[src/rtl/fpp_pkg.sv]
`default_nettype none
// ----------------------------------------------------------------------------
// fpp_pkg
// Types and constants shared by the framed packet parser.
// ----------------------------------------------------------------------------
package fpp_pkg;

    localparam int BYTE_W    = 8;
    localparam int COUNT_W   = 3;
    localparam int STORE_N   = 4;
    localparam int IDX_W     = 2;
    localparam int CFG_IDX_W = 1;

    localparam logic [BYTE_W-1:0]    HEADER_RESET = 8'hAA;
    localparam logic [BYTE_W-1:0]    TAIL_RESET   = 8'h55;
    localparam logic [COUNT_W-1:0]   TAIL_POS     = 3'd5;

    localparam logic [CFG_IDX_W-1:0] CFG_HEADER   = 1'b0;
    localparam logic [CFG_IDX_W-1:0] CFG_TAIL     = 1'b1;

    typedef enum logic [1:0] {
        ST_IDLE = 2'd0,
        ST_RECV = 2'd1,
        ST_DONE = 2'd2,
        ST_ERR  = 2'd3
    } parse_state_t;

    typedef logic [STORE_N-1:0][BYTE_W-1:0] frame_t;

    typedef struct packed {
        parse_state_t        state;
        logic [COUNT_W-1:0]  count;
        logic                store_en;
        logic [IDX_W-1:0]    store_idx;
        logic                held_en;
    } step_t;

endpackage
`default_nettype wire

[src/rtl/fpp_step.sv]
`default_nettype none
// ----------------------------------------------------------------------------
// fpp_step
// Next-state and store control for one received byte.
// ----------------------------------------------------------------------------
module fpp_step
    import fpp_pkg::*;
(
    input  parse_state_t        state,
    input  logic [COUNT_W-1:0]  count,
    input  logic [BYTE_W-1:0]   in_byte,
    input  logic [BYTE_W-1:0]   header,
    input  logic [BYTE_W-1:0]   tail,
    input  frame_t              store,
    output step_t               step
);

    logic               in_body;
    logic [IDX_W-1:0]   count_m1;
    logic [BYTE_W-1:0]  sum;
    logic               tail_ok;
    logic               sum_ok;

    assign in_body  = (count >= 3'd1) && (count < TAIL_POS);
    assign count_m1 = count[IDX_W-1:0] - 2'd1;
    assign sum      = store[0] + store[1] + store[2];
    assign tail_ok  = (in_byte == tail);
    assign sum_ok   = (sum == store[3]);

    always_comb begin
        step.state     = state;
        step.count     = count;
        step.store_idx = count_m1;
        step.store_en  = (state == ST_RECV) && in_body;
        step.held_en   = (state == ST_RECV) && !in_body && tail_ok;
        unique case (state)
            ST_IDLE: begin
                if (in_byte == header) begin
                    step.state = ST_RECV;
                    step.count = 3'd1;
                end
            end
            ST_RECV: begin
                if (in_body) begin
                    step.count = count + 3'd1;
                end else begin
                    step.count = '0;
                    step.state = (tail_ok && sum_ok) ? ST_DONE : ST_ERR;
                end
            end
            default: begin
                step.state = ST_IDLE;
                step.count = '0;
            end
        endcase
    end

endmodule
`default_nettype wire

[src/rtl/framed_packet_parser_core.sv]
`default_nettype none
// ----------------------------------------------------------------------------
// framed_packet_parser_core
// Byte-serial parser for six-byte frames with additive checksum.
// ----------------------------------------------------------------------------
// Each input beat carries one received byte and yields exactly one output
// beat, one byte per cycle unless stalled; a single result register sits
// between the state update and the master side, so the slave side keeps
// taking bytes while a result is taken in the same cycle. Frames are header,
// mode, yaw, pitch, checksum, tail; status goes on m_tuser and the payload of
// the last frame with a good tail on m_tdata. The byte after a complete or
// error status is dropped. Header and tail values are set through cfg_*.
module framed_packet_parser_core
    import fpp_pkg::*;
(
    input  wire logic                  aclk,
    input  wire logic                  aresetn,
    input  wire logic                  cfg_we,
    input  wire logic [CFG_IDX_W-1:0]  cfg_index,
    input  wire logic [BYTE_W-1:0]     cfg_wdata,
    input  wire logic                  s_tvalid,
    output logic                       s_tready,
    input  wire logic [7:0]            s_tdata,   // [7:0] in_byte
    output logic                       m_tvalid,
    input  wire logic                  m_tready,
    output logic [31:0]                m_tdata,   // mode, yaw, pitch, sum
    output logic [1:0]                 m_tuser    // [1:0] status
);

    parse_state_t        state_reg;
    logic [COUNT_W-1:0]  count_reg;
    logic [BYTE_W-1:0]   header_reg;
    logic [BYTE_W-1:0]   tail_reg;
    frame_t              store_reg;
    frame_t              held_reg;
    frame_t              held_next;
    logic                m_valid_reg;
    logic [1:0]          status_reg;
    logic [31:0]         data_reg;
    logic                in_fire;
    step_t               step;

    assign s_tready = !m_valid_reg || m_tready;
    assign in_fire  = s_tvalid && s_tready;
    assign m_tvalid = m_valid_reg;
    assign m_tdata  = data_reg;
    assign m_tuser  = status_reg;

    fpp_step u_step (
        .state   (state_reg),
        .count   (count_reg),
        .in_byte (s_tdata),
        .header  (header_reg),
        .tail    (tail_reg),
        .store   (store_reg),
        .step    (step)
    );

    assign held_next = step.held_en ? store_reg : held_reg;

    always_ff @(posedge aclk) begin
        if (!aresetn) begin
            state_reg   <= ST_IDLE;
            count_reg   <= '0;
            header_reg  <= HEADER_RESET;
            tail_reg    <= TAIL_RESET;
            held_reg    <= '0;
            m_valid_reg <= 1'b0;
        end else begin
            if (cfg_we) begin
                unique case (cfg_index)
                    CFG_HEADER: header_reg <= cfg_wdata;
                    CFG_TAIL:   tail_reg   <= cfg_wdata;
                    default:    ;
                endcase
            end
            if (in_fire) begin
                state_reg   <= step.state;
                count_reg   <= step.count;
                held_reg    <= held_next;
                m_valid_reg <= 1'b1;
            end else if (m_tready) begin
                m_valid_reg <= 1'b0;
            end
        end
    end

    always_ff @(posedge aclk) begin
        if (in_fire && step.store_en) begin
            store_reg[step.store_idx] <= s_tdata;
        end
        if (in_fire) begin
            status_reg <= step.state;
            data_reg   <= held_next;
        end
    end

    a_count_recv: assert property (@(posedge aclk) disable iff (!aresetn)
        (state_reg == ST_RECV) == (count_reg != '0))
        else $error("byte count out of step with parse state");

    a_count_range: assert property (@(posedge aclk) disable iff (!aresetn)
        count_reg <= TAIL_POS)
        else $error("byte count beyond tail position");

    a_done_sum: assert property (@(posedge aclk) disable iff (!aresetn)
        (m_valid_reg && status_reg == ST_DONE) |->
        (data_reg[31:24] == data_reg[7:0] + data_reg[15:8] + data_reg[23:16]))
        else $error("complete status with bad checksum");

    a_held_idle: assert property (@(posedge aclk) disable iff (!aresetn)
        !in_fire |=> $stable(held_reg))
        else $error("payload changed without an input beat");

endmodule
`default_nettype wire

[config.mk]
export PLATFORM = sky130hd
export DESIGN_NAME = framed_packet_parser_core
export DESIGN_NICKNAME = d
export VERILOG_FILES = /design/src/rtl/fpp_pkg.sv /design/src/rtl/fpp_step.sv /design/src/rtl/framed_packet_parser_core.sv
export SDC_FILE = /design/constraint.sdc
export NUM_CORES = 1
export LEC_CHECK = 0
export CAP_MARGIN = 20
export CORE_ASPECT_RATIO = 0.6
export CORE_MARGIN = 5
export CORE_UTILIZATION = 59
export CTS_BUF_LIST = sky130_fd_sc_hd__clkbuf_4
export CTS_CLUSTER_DIAMETER = 80
export DETAILED_ROUTE_END_ITERATION = 7
export DONT_BUFFER_PORTS = 1
export PLACE_DENSITY = 0.78
export SETUP_SLACK_MARGIN = 0.05
export SYNTH_ARGS = -nofsm -noshare
export SYNTH_HDL_FRONTEND = slang
export SYNTH_HIERARCHICAL = 1
export SYNTH_SLANG_ARGS = --single-unit
[constraint.sdc]
create_clock -name aclk -period 2.56 [get_ports aclk]
set_input_delay 0.256 -clock aclk [delete_from_list [all_inputs] [get_ports aclk]]
set_output_delay 0.256 -clock aclk [all_outputs]
set_load 0.03 [all_outputs]
==> results_dict.tcl, run 1 <==
set metrics [dict create \
    status "finished, violations left" \
    violations "negative setup slack" \
    coreArea_um2 8560 \
    path_delay_family "adder cells" \
    r2r_end "state_reg[0]$_SDFFE_PN0P_" \
    combinationalPowerShare_pct 4.5 \
    hold_start "cfg_index" \
    gr-total-overflow 0 \
    multiInputGateArea_um2 1970 \
    place_area_um2 5360 \
    start_kind "register" \
    max_freq_mhz 352 \
    mostFrequentLayoutCells "edfxtp_1 (66), dfxtp_1 (53), nand2_1 (44)" \
    finish.utilization_pct 70.2 \
    yosys-top-cells-area "edfxtp_1 (38%), dfxtp_1 (21%), mux2_4 (8.7%), a32o_1 (6.2%), xnor2_1 (3.5%)" \
    antennaDiodeCount 0 \
    final_area_um2 6010 \
    clk_pin_slew_ns 0.10 \
    die_y_um 82.7 \
    power_leakage_nw 2.20 \
    htreeDepth 4 \
    clk_path_buf_depth 2 \
    async_flop_share_pct 0 \
    worstPathArrival_ns 3.22 \
    cts_root_buf "clkbuf_4" \
    min_path_cells 3 \
    syn_nets 415 \
    power.switching_mw 0.846 \
    antenna_found_initial 0 \
    synth.area.mux_share_pct 9.29 \
    cp-end-kind "register" \
    synth_edf_count 66 \
    start_util_pct 60.7 \
    gp_congestion 0.924 \
    fin_crit_sh_pct 111 \
    cpMostUsedCell "fa_1" \
    dr_total_vias 3307 \
    dominantRegCellSynth "edfxtp_1" \
    grt_pass1_wl_um 18700 \
    rsz0062_at_grt "yes" \
    seq_area_frac_synth_pct 58.9 \
    synth_top_area_share_pct 38.1 \
    min_path_type "input port to register" \
    post_cts_buffers 0 \
    io_pins 58 \
    synth_top_family_by_area "compound AO/OA/AOI/OAI gates" \
    ys_types 42 \
    fin_crit_ns 2.84 \
    setup_tns_ns -0.530 \
    crit_chain "fa_1 > ha_2 > fa_1 > xnor2_1 > nand2_1 > or4_4 > nor4_2 > a31oi_1 > nand4_1 > o21ai_1" \
    reg2reg_depth 10 \
    p_clk_share_pct 38.4 \
    synthCells 377 \
    viasPerCell 6.00 \
    synth_area_per_cell_um2 13.8 \
    place_ws_ns -0.390 \
    worst_pin_slew_ns 0.641 \
    nFillCells 556 \
    fin_nets 464 \
    grt_max_degree 40 \
    cts_sinks 120 \
    dpl.cell_count 488 \
    area_growth_pct 15.6 \
    ys_warn_count 6 \
    drt_iter0_markers 328 \
    drc 0 \
    crit_buf_inv 0 \
    cpPeakStageDelay_ns 0.55 \
    first_pass_iters 5 \
    slew_headroom_pct 57.2 \
    vdd_drop_max_mv 0.489 \
    netlist_area_um2 5200 \
    synth_xor_area_share_pct 5.56 \
    worstPathRequired_ns 2.94 \
    cts_tree "done" \
    finalPower_mw 3.74 \
    synth_top_area_cell "edfxtp_1" \
    routed_wl_um 11700 \
    synthSimpleGateAreaFrac_pct 7.63 \
    grt_use_total_pct 22.8 \
    io_buffers 0 \
    fp-row-count 26 \
    drive_gt1_share_pct 20.7 \
    design.die.area_um2 10800 \
    cp_slowest_cell "fa_1" \
    instances_no_fill 551 \
    r2r_setup_slack_ns -0.28 \
    grt_pass1_vias 3307 \
    finalWorstSetupSlack_ns -0.278 \
    regArea_um2 3060 \
    clk_latency_ns 0.52 \
    cellInternalPower_mw 2.90 \
    synth-compound-area-share_pct 9.97 \
    cts_buffers 17 \
    avgRoutedWirePerCell_um 21.2 \
    powerDensity_nw_per_um2 623 \
    crit_type "register to register" \
    setup_viol 2 \
    drv_slew 0 \
    p_seq_share_pct 57.2 \
    whs_endpoint "header_reg[2]$_SDFFE_PN0P_" \
    p_sw_share_pct 22.6 \
    final_hold_viol_count 0 \
    synth_fa_ha_area_share_pct 5.01 \
    cap_violations 0 \
    r2r-start "store_reg[9]$_DFFE_PP_" \
    finalClockSkew_ns 0.0180 \
    chipWidth_um 131 \
    holdWs_ns 0.0863 \
    path_max_fanout 2 \
    ys_ff_latch 120 \
    layout_commonest_cell "edfxtp_1" \
    ant_nets 0 \
    place_hpwl_um 7600 \
]
-- worst reg2reg max path: stages, from the launching register on --
cell and delay (ns):
edfxtp_1 0.43, fa_1 0.55, ha_2 0.18, fa_1 0.42, xnor2_1 0.17, nand2_1 0.07
or4_4 0.43, nor4_2 0.15, a31oi_1 0.14, nand4_1 0.08, o21ai_1 0.08
-- power by group through the flow --
stage | combinational [mW] | clock (mW) | sequential [mW]
after floorplan | 0.0955 | 0 | 2.18
after detailed placement | 0.113 | 0 | 2.18
after global placement | 0.108 | 0 | 2.18
after global routing | 0.182 | 1.55 | 2.14
final | 0.168 | 1.44 | 2.14
after CTS | 0.164 | 1.45 | 2.14
-- synth_stat cells, types with 9 or more instances --
cell type   n
buf_2       9
nand2_1    44
xor2_1     12
a21boi_0    9
a32o_1     32
xnor2_1    21
nand3_1     9
edfxtp_1   66
dfxtp_1    54
mux2_4     30
-- final cells by class --
cell class                      count  share of cell area [%]
Clock inverter                     14                    2.71
Sequential cell                   120                    51.0
Timing Repair Buffer               52                    8.31
Clock buffer                       18                    2.25
Multi-Input combinational cell    227                    32.9
Tap cell                          112                    2.33
Inverter                            8                   0.500
-- cells by family (layout without fill, tap and decap cells) --
logic type | count (synthesis) | count (layout)
compound gates | 62 | 62
buf+inv | 30 | 92
mux | 33 | 33
flops | 120 | 120
fa+ha+maj | 16 | 16
simple gates | 83 | 83
xor+xnor | 33 | 33
-- layer usage --
layer	part of all wire, %	GRT usage (%)	vias up
met3	8.2	8.35	21
met2	45	34.3	140
li1	-	-	1505
met5	0	0	-
met4	1.3	7.47	0
met1	46	31.1	1641
-- worst max-delay path by stage --
stage | startpoint | endpoint | slack [ns] | cells after the start
after global placement | store_reg[1]$_DFFE_PP_ | state_reg[0]$_SDFFE_PN0P_ | -0.27 | 10
after floorplan | store_reg[1]$_DFFE_PP_ | state_reg[0]$_SDFFE_PN0P_ | -0.24 | 10
final | store_reg[9]$_DFFE_PP_ | state_reg[0]$_SDFFE_PN0P_ | -0.28 | 10
after CTS | store_reg[9]$_DFFE_PP_ | state_reg[0]$_SDFFE_PN0P_ | -0.41 | 10
after global routing | store_reg[9]$_DFFE_PP_ | state_reg[0]$_SDFFE_PN0P_ | -0.41 | 10
after detailed placement | store_reg[1]$_DFFE_PP_ | state_reg[0]$_SDFFE_PN0P_ | -0.39 | 10
-- what timing repair did --
item | 4_1_cts | 5_1_grt
hold buffers | 30 | 0
hold endpoints to repair | 54 | 0
resized for setup | 1 | 5
endpoints found under the setup margin | 2 | 33
pin swaps | 7 | 5
gates cloned | 0 | 1
Note: power is estimated with default switching activity, not from simulation.
==> inputs of run 2 (changes only) <==
Settings changed: ABC_AREA set to 1, CORE_UTILIZATION 59 to 60, PLACE_DENSITY 0.78 to 0.79.
==> run 2 against run 1 <==
The flow still finishes with violations (negative setup slack). First-iteration DRC count fell by 24%. Flip-flop and latch count did not move. Clock power is 12% lower. Critical endpoint unchanged. Cell count up 60%. Worst hold slack got worse by 0.047 ns. Wire length up 4.5%. Sequential power up 7%. Power is 5.1% higher. Non-clock buffer count down 12. Clock skew shrank 0.0060 ns. Largest power group unchanged. Combinational power rose by 120%. Core utilization shrank 0.70 points.
==> results_dict.tcl, run 2 <==
set metrics [dict create \
    viasPerCell 5.00 \
    synth_edf_count 66 \
    async_flop_share_pct 0 \
    cp_slowest_cell "fa_1" \
    die_y_um 85.2 \
    cts_tree "done" \
    ant_nets 0 \
    place_ws_ns -0.120 \
    status "finished, violations left" \
    dpl.cell_count 820 \
    met2_usage_pct 36.3 \
    drc 0 \
    synthCells 698 \
    cts_root_buf "clkbuf_4" \
    grt_pass1_wl_um 19800 \
    start_util_pct 61.6 \
    start_kind "register" \
    synth_most_common_cell "nand2_1" \
    reg2reg_depth 16 \
    ys_warn_count 6 \
    synth_commonest_cells "nand2_1 (222), inv_1 (129), nor2_1 (118), edfxtp_1 (66), dfxtp_1 (54)" \
    mostFrequentLayoutCells "nand2_1 (221), inv_1 (129), nor2_1 (118)" \
    place_hpwl_um 8180 \
    area_growth_pct 12.8 \
    vdd_drop_max_mv 0.355 \
    worstPathRequired_ns 2.98 \
    netlist_area_um2 5660 \
    chipWidth_um 135 \
    ys_ff_latch 120 \
    r2r_end "state_reg[0]$_SDFFE_PN0P_" \
    met3_usage_pct 6.52 \
    cts_buffers 17 \
    grt-busiest-layer "met2" \
    slew_headroom_pct 69.0 \
    avgRoutedWirePerCell_um 13.9 \
    cpPeakStageDelay_ns 0.52 \
    design.die.area_um2 11500 \
    min_path_type "input port to register" \
    antennaDiodeCount 0 \
    multiInputGateArea_um2 2020 \
    io_pins 58 \
    grt_use_total_pct 22.0 \
    path_depth 16 \
    ys_types 28 \
    worst_pin_slew_ns 0.465 \
    drive_gt1_share_pct 7.33 \
    synth_top_area_cell "edfxtp_1" \
    grtUsageMet1_pct 28.0 \
    crit_type "register to register" \
    finalWorstSetupSlack_ns -0.183 \
    place_area_um2 5830 \
    r2r-start "store_reg[1]$_DFFE_PP_" \
    max_freq_mhz 365 \
    io_buffers 0 \
    final_area_um2 6390 \
    endpoint "state_reg[0]$_SDFFE_PN0P_" \
    fin_nets 775 \
    drv_slew 0 \
    htreeDepth 4 \
    final_hold_viol_count 0 \
    cpMostUsedCell "nor2_1" \
    power_leakage_nw 3.24 \
    dr_total_vias 4399 \
    holdWs_ns 0.0394 \
    synth_top_area_share_pct 35.0 \
    fin_crit_ns 2.74 \
    nFillCells 698 \
    grt_max_degree 104 \
    crit_buf_inv 1 \
    first_pass_iters 5 \
    finish.utilization_pct 69.5 \
    drt_iter0_markers 248 \
    rsz0062_at_grt "yes" \
    finalClockSkew_ns 0.0120 \
    powerDensity_nw_per_um2 616 \
    instances_no_fill 880 \
    cts_sinks 120 \
    path_max_fanout 2 \
    grt_pass1_vias 4224 \
    fin_crit_sh_pct 107 \
    gr-total-overflow 0 \
    violations "negative setup slack" \
    r2r_setup_slack_ns -0.18 \
    seq_area_frac_synth_pct 54.1 \
    layout_commonest_cell "nand2_1" \
    clk_path_buf_depth 2 \
    worstPathArrival_ns 3.17 \
    clk_latency_ns 0.52 \
    cap_violations 0 \
    routed_wl_um 12200 \
    dominantRegCellSynth "edfxtp_1" \
    setup_viol 2 \
    startpoint "store_reg[1]$_DFFE_PP_" \
    yosys-top-cells-area "edfxtp_1 (35%), dfxtp_1 (19%), nand2_1 (15%), inv_1 (8.6%), nor2_1 (7.8%)" \
    gp_congestion 0.995 \
    coreArea_um2 9190 \
    crit_chain "fa_1 > ha_2 > fa_1 > inv_1 > nand2_1 > nand2_1 > nor2_1 > nand3_1 > nor2_1 > nand3_1 > nor2_1 > nand3_1 > nand2_1 > nand2_2 > o21ai_1 > nor2_1" \
    regArea_um2 3060 \
    antenna_found_initial 1 \
    fp-row-count 27 \
    synth_area_per_cell_um2 8.11 \
    path_delay_family "adder cells" \
    syn_nets 736 \
    cp-end-kind "register" \
    clk_pin_slew_ns 0.10 \
]
==> run 2: cell count changes after synthesis, moves of 6 or more <==
cell / change
a32o_1: -32
nor2_1: +113
clkbuf_1: -6
xnor2_1: -13
nand4_1: -7
nand2_1: +178
inv_1: +121
nand3_1: +9
a21boi_0: -8
o21ai_0: +7
mux2_4: -30
==> run 2: layer usage <==
| layer | up-vias | share of wire, % |
|---|---|---|
| met5 | - | 0 |
| met4 | 0 | 1.8 |
| met3 | 25 | 6.7 |
| met2 | 155 | 48 |
| met1 | 2055 | 44 |
| li1 | 2164 | - |
==> run 2: kinds of logic after synthesis <==
family                   Yosys count  share of synthesized area (%)
AO/OA/AOI/OAI                     24                           2.52
adder cells (fa/ha/maj)           16                           4.60
XOR/XNOR                          22                           3.40
AND/OR/NAND/NOR                  363                           24.8
buffers and inverters            153                           10.6
flip-flops                       120                           54.1
==> run 2: repair_timing <==
item                                   in CTS  in global routing
endpoints found under the hold margin      86                  0
resized for setup                           0                  4
hold buffers                               24                  0
pin swaps                                   2                  0
buffers inserted                            3                  1
setup endpoints to repair                   2                 37
==> run 2: worst min-delay path by stage <==
| stage | endpoint | start | cells after the start |
|---|---|---|---|
| 2_1_floorplan | store_reg[0]$_DFFE_PP_ | s_tdata[0] | 0 |
| 3_3_place_gp | header_reg[7]$_SDFFE_PN1P_ | aresetn | 1 |
| 3_5_place_dp | tail_reg[6]$_SDFFE_PN1P_ | aresetn | 1 |
| 4_1_cts | header_reg[5]$_SDFFE_PN1P_ | aresetn | 2 |
| 5_1_grt | header_reg[5]$_SDFFE_PN1P_ | aresetn | 2 |
| 6_report | header_reg[7]$_SDFFE_PN1P_ | aresetn | 2 |
==> run 2: area by class of cell <==
class	instances	area share [%]
Multi-Input combinational cell	425	31.6
Inverter	133	7.86
Sequential cell	120	48.0
Clock inverter	12	1.70
Clock buffer	20	2.35
Tap cell	130	2.55
Timing Repair Buffer	40	6.00
==> run 2: metrics by stage <==
stage	power, mW	setup TNS, ns
after floorplan	2.58	0
after global placement	2.62	-0.0196
after detailed placement	2.64	-0.196
after CTS	3.95	-0.180
after global routing	4.12	-0.487
final	3.93	-0.326
==> run 2: worst register-to-register path, delay by kind of cell (launching register included) <==
family	cells	cell delay (ns)
fa+ha+maj	3	1.22
simple gates	11	0.82
flops	1	0.43
compound gates	1	0.13
buf+inv	1	0.06
==> run 2: power by group <==
group	internal [mW]	switching (mW)
logic	0.139	0.234
clock network	0.592	0.681
registers	2.15	0.138
total	2.88	1.05
==> inputs of run 3 (changes only) <==
Settings changed: CORE_UTILIZATION 60 to 48, PLACE_DENSITY 0.79 to not set, SYNTH_HIERARCHICAL 1 to not set.
Clock period 2.56 ns to 3.3 ns, I/O delays scaled along.
==> run 3 against run 2 <==
The run now ends clean. Clock skew rose by 0.010 ns. Via count fell by 13%. Register-to-register slack improved by 0.82 ns. Core utilization fell by 15 points. Setup slack improved by 0.82 ns.
==> results_dict.tcl, run 3 <==
set metrics [dict create \
    layout_commonest_cell "inv_1" \
    ant_nets 0 \
    max_freq_mhz 375 \
    cp_slowest_cell "fa_1" \
    combinationalPowerShare_pct 8.2 \
    htreeDepth 4 \
    vdd_drop_max_mv 0.221 \
    powerDensity_nw_per_um2 477 \
    worst_pin_slew_ns 0.732 \
    p_sw_share_pct 26.4 \
    netlist_area_um2 5590 \
    synth_top_area_cell "edfxtp_1" \
    setup_viol 0 \
    slew_headroom_pct 51.0 \
    yosys-top-cells-area "edfxtp_1 (35%), dfxtp_1 (19%), inv_1 (7.2%), nand2_1 (6.5%), a21oi_2 (3.8%)" \
    drv_slew 0 \
    finish.utilization_pct 54.3 \
    power_leakage_nw 2.71 \
    gr-total-overflow 0 \
    nFillCells 1039 \
    coreArea_um2 11300 \
    io_pins 58 \
    seq_area_frac_synth_pct 54.8 \
    drt_iter0_markers 199 \
    rsz0062_at_grt "no" \
    cts_resized 0 \
    fin_crit_sh_pct 80.8 \
    cts_buffers 17 \
    cpPeakStageDelay_ns 0.50 \
    mostFrequentLayoutCells "inv_1 (106), nand2_1 (96), edfxtp_1 (66)" \
    clk_latency_ns 0.50 \
    synth_edf_count 66 \
    dominantRegCellSynth "edfxtp_1" \
    io_buffers 0 \
    worstPathRequired_ns 3.58 \
    grt_pass1_vias 3666 \
    finalWorstSetupSlack_ns 0.633 \
    min_path_cells 2 \
    power.switching_mw 0.775 \
    avgRoutedWirePerCell_um 14.6 \
    synth_area_per_cell_um2 9.41 \
    fin_nets 662 \
    start_util_pct 49.3 \
    chipWidth_um 149 \
    place_area_um2 5730 \
    cts_tree "done" \
    place_ws_ns 0.625 \
    drc 0 \
    ys_ff_latch 120 \
    finalPower_mw 2.93 \
    design.die.area_um2 14000 \
    grt_pass1_wl_um 18900 \
    fin_crit_ns 2.67 \
    gp_congestion 0.821 \
    routed_wl_um 11600 \
    clk_pin_slew_ns 0.11 \
    synthCells 594 \
    synth_most_common_cell "inv_1" \
    setup_tns_ns 0 \
    die_y_um 93.6 \
    grt_max_degree 59 \
    place_hpwl_um 8200 \
    cap_violations 0 \
    cpMostUsedCell "nand2_1" \
    ys_warn_count 0 \
    worstPathArrival_ns 2.94 \
    fp-row-count 30 \
    crit_type "register to register" \
    cts_root_buf "clkbuf_4" \
    p_seq_share_pct 60.0 \
    p_clk_share_pct 31.8 \
    final_hold_viol_count 0 \
    synth_top_area_share_pct 35.5 \
    start_kind "register" \
    first_pass_iters 5 \
    crit_chain "fa_1 > ha_1 > fa_1 > nand3_1 > nand2_1 > nand2_1 > nand3_1 > nand2_1 > nand2_1 > nor2_1 > nand2_1 > nand2_1 > nand2_1" \
    async_flop_share_pct 0 \
    antenna_found_initial 1 \
    cellInternalPower_mw 2.16 \
    cp-end-kind "register" \
    status "completed" \
    dr_total_vias 3847 \
    min_path_type "input port to register" \
    final_area_um2 6160 \
    finalClockSkew_ns 0.0223 \
    ys_types 29 \
    viasPerCell 4.85 \
    syn_nets 636 \
    synth_commonest_cells "inv_1 (107), nand2_1 (97), edfxtp_1 (66), dfxtp_1 (54), nor2_1 (54)" \
    grt_use_total_pct 17.9 \
    path_max_fanout 3 \
    clk_path_buf_depth 2 \
    area_growth_pct 10.1 \
    reg2reg_depth 13 \
    drive_gt1_share_pct 14.7 \
    cts_sinks 120 \
]
==> run 3: cell count changes after synthesis, sizes merged, moves of 4 or more <==
cell / before / now
xor2: 14 / 3
buf: 18 / 11
a21oi: 5 / 59
nand2: 222 / 98
ha: 8 / 12
o21ai: 16 / 54
nor2: 120 / 74
clkbuf: 2 / 8
xnor2: 8 / 13
inv: 132 / 107
==> run 3: worst paths after layout <==
check | slack, ns | to | startpoint
min | 0.07 | tail_reg[3]$_SDFFE_PN0P_ | cfg_wdata[3]
min reg2reg | 0.48 | tail_reg[7]$_SDFFE_PN0P_ | tail_reg[7]$_SDFFE_PN0P_
max | 0.63 | m_tuser[0]$_DFFE_PP_ | store_reg[1]$_DFFE_PP_
max reg2reg | 0.63 | m_tuser[0]$_DFFE_PP_ | store_reg[1]$_DFFE_PP_
==> run 3: timing repair <==
| item | CTS | global route |
|---|---|---|
| setup endpoints to repair | 0 | 0 |
| buffers inserted | 0 | 0 |
| hold buffers | 18 | 0 |
| hold endpoints to repair | 50 | 0 |
==> run 3: layout make-up <==
class,instances,area [um2],share of cell area (%)
clock inverters,10,80.1,1.30
diodes,1,2.50,0.0407
well taps,160,200,3.25
repair buffers,26,240,3.90
inverters,108,405,6.59
clock buffers,22,165,2.68
flip-flops and latches,120,3060,49.8
multi-input cells,347,2000,32.5
==> run 3: kinds of logic (layout without fill, tap and decap cells) <==
logic type                 after synthesis  count (layout)  share of synthesized area [%]
buffers and inverters                  127             166                           9.47
DFF                                    120             120                           54.8
xor gates and xnor gates                16              16                           2.51
AOI/OAI and AO/OA                      117             117                           12.9
other                                    0               1                              0
and+or+nand+nor                        194             194                           14.8
adders and majority gates               20              20                           5.55
==> run 3: per-stage QoR <==
step | instances | hold slack (ns)
after global routing | 794 | 0.0105
after global placement | 743 | 0.420
after floorplan | 594 | 0.429
after detailed placement | 743 | 0.423
after CTS | 793 | 0.0148
final | 794 | 0.0688
==> run 3: power by group through the flow <==
stage / Clock, mW / Combinational (mW) / Sequential (mW)
2_1_floorplan: 0 / 0.177 / 1.79
3_3_place_gp: 0 / 0.206 / 1.79
3_5_place_dp: 0 / 0.214 / 1.80
4_1_cts: 0.955 / 0.243 / 1.76
5_1_grt: 1.04 / 0.277 / 1.77
6_report: 0.933 / 0.241 / 1.76
==> run 3: metal layers <==
metal  track usage [%]  wire, um
met1              25.5      5750
met2              25.8      4940
met3              6.54       850
met4              4.57        74
met5                 0         0
==> run 3: worst max-delay path: cells and delay by family (launching register included) <==
| family | cells | cell delay (ns) |
|---|---|---|
| adder cells (fa/ha/maj) | 3 | 1.22 |
| flip-flops | 1 | 0.43 |
| AND/OR/NAND/NOR | 10 | 0.81 |
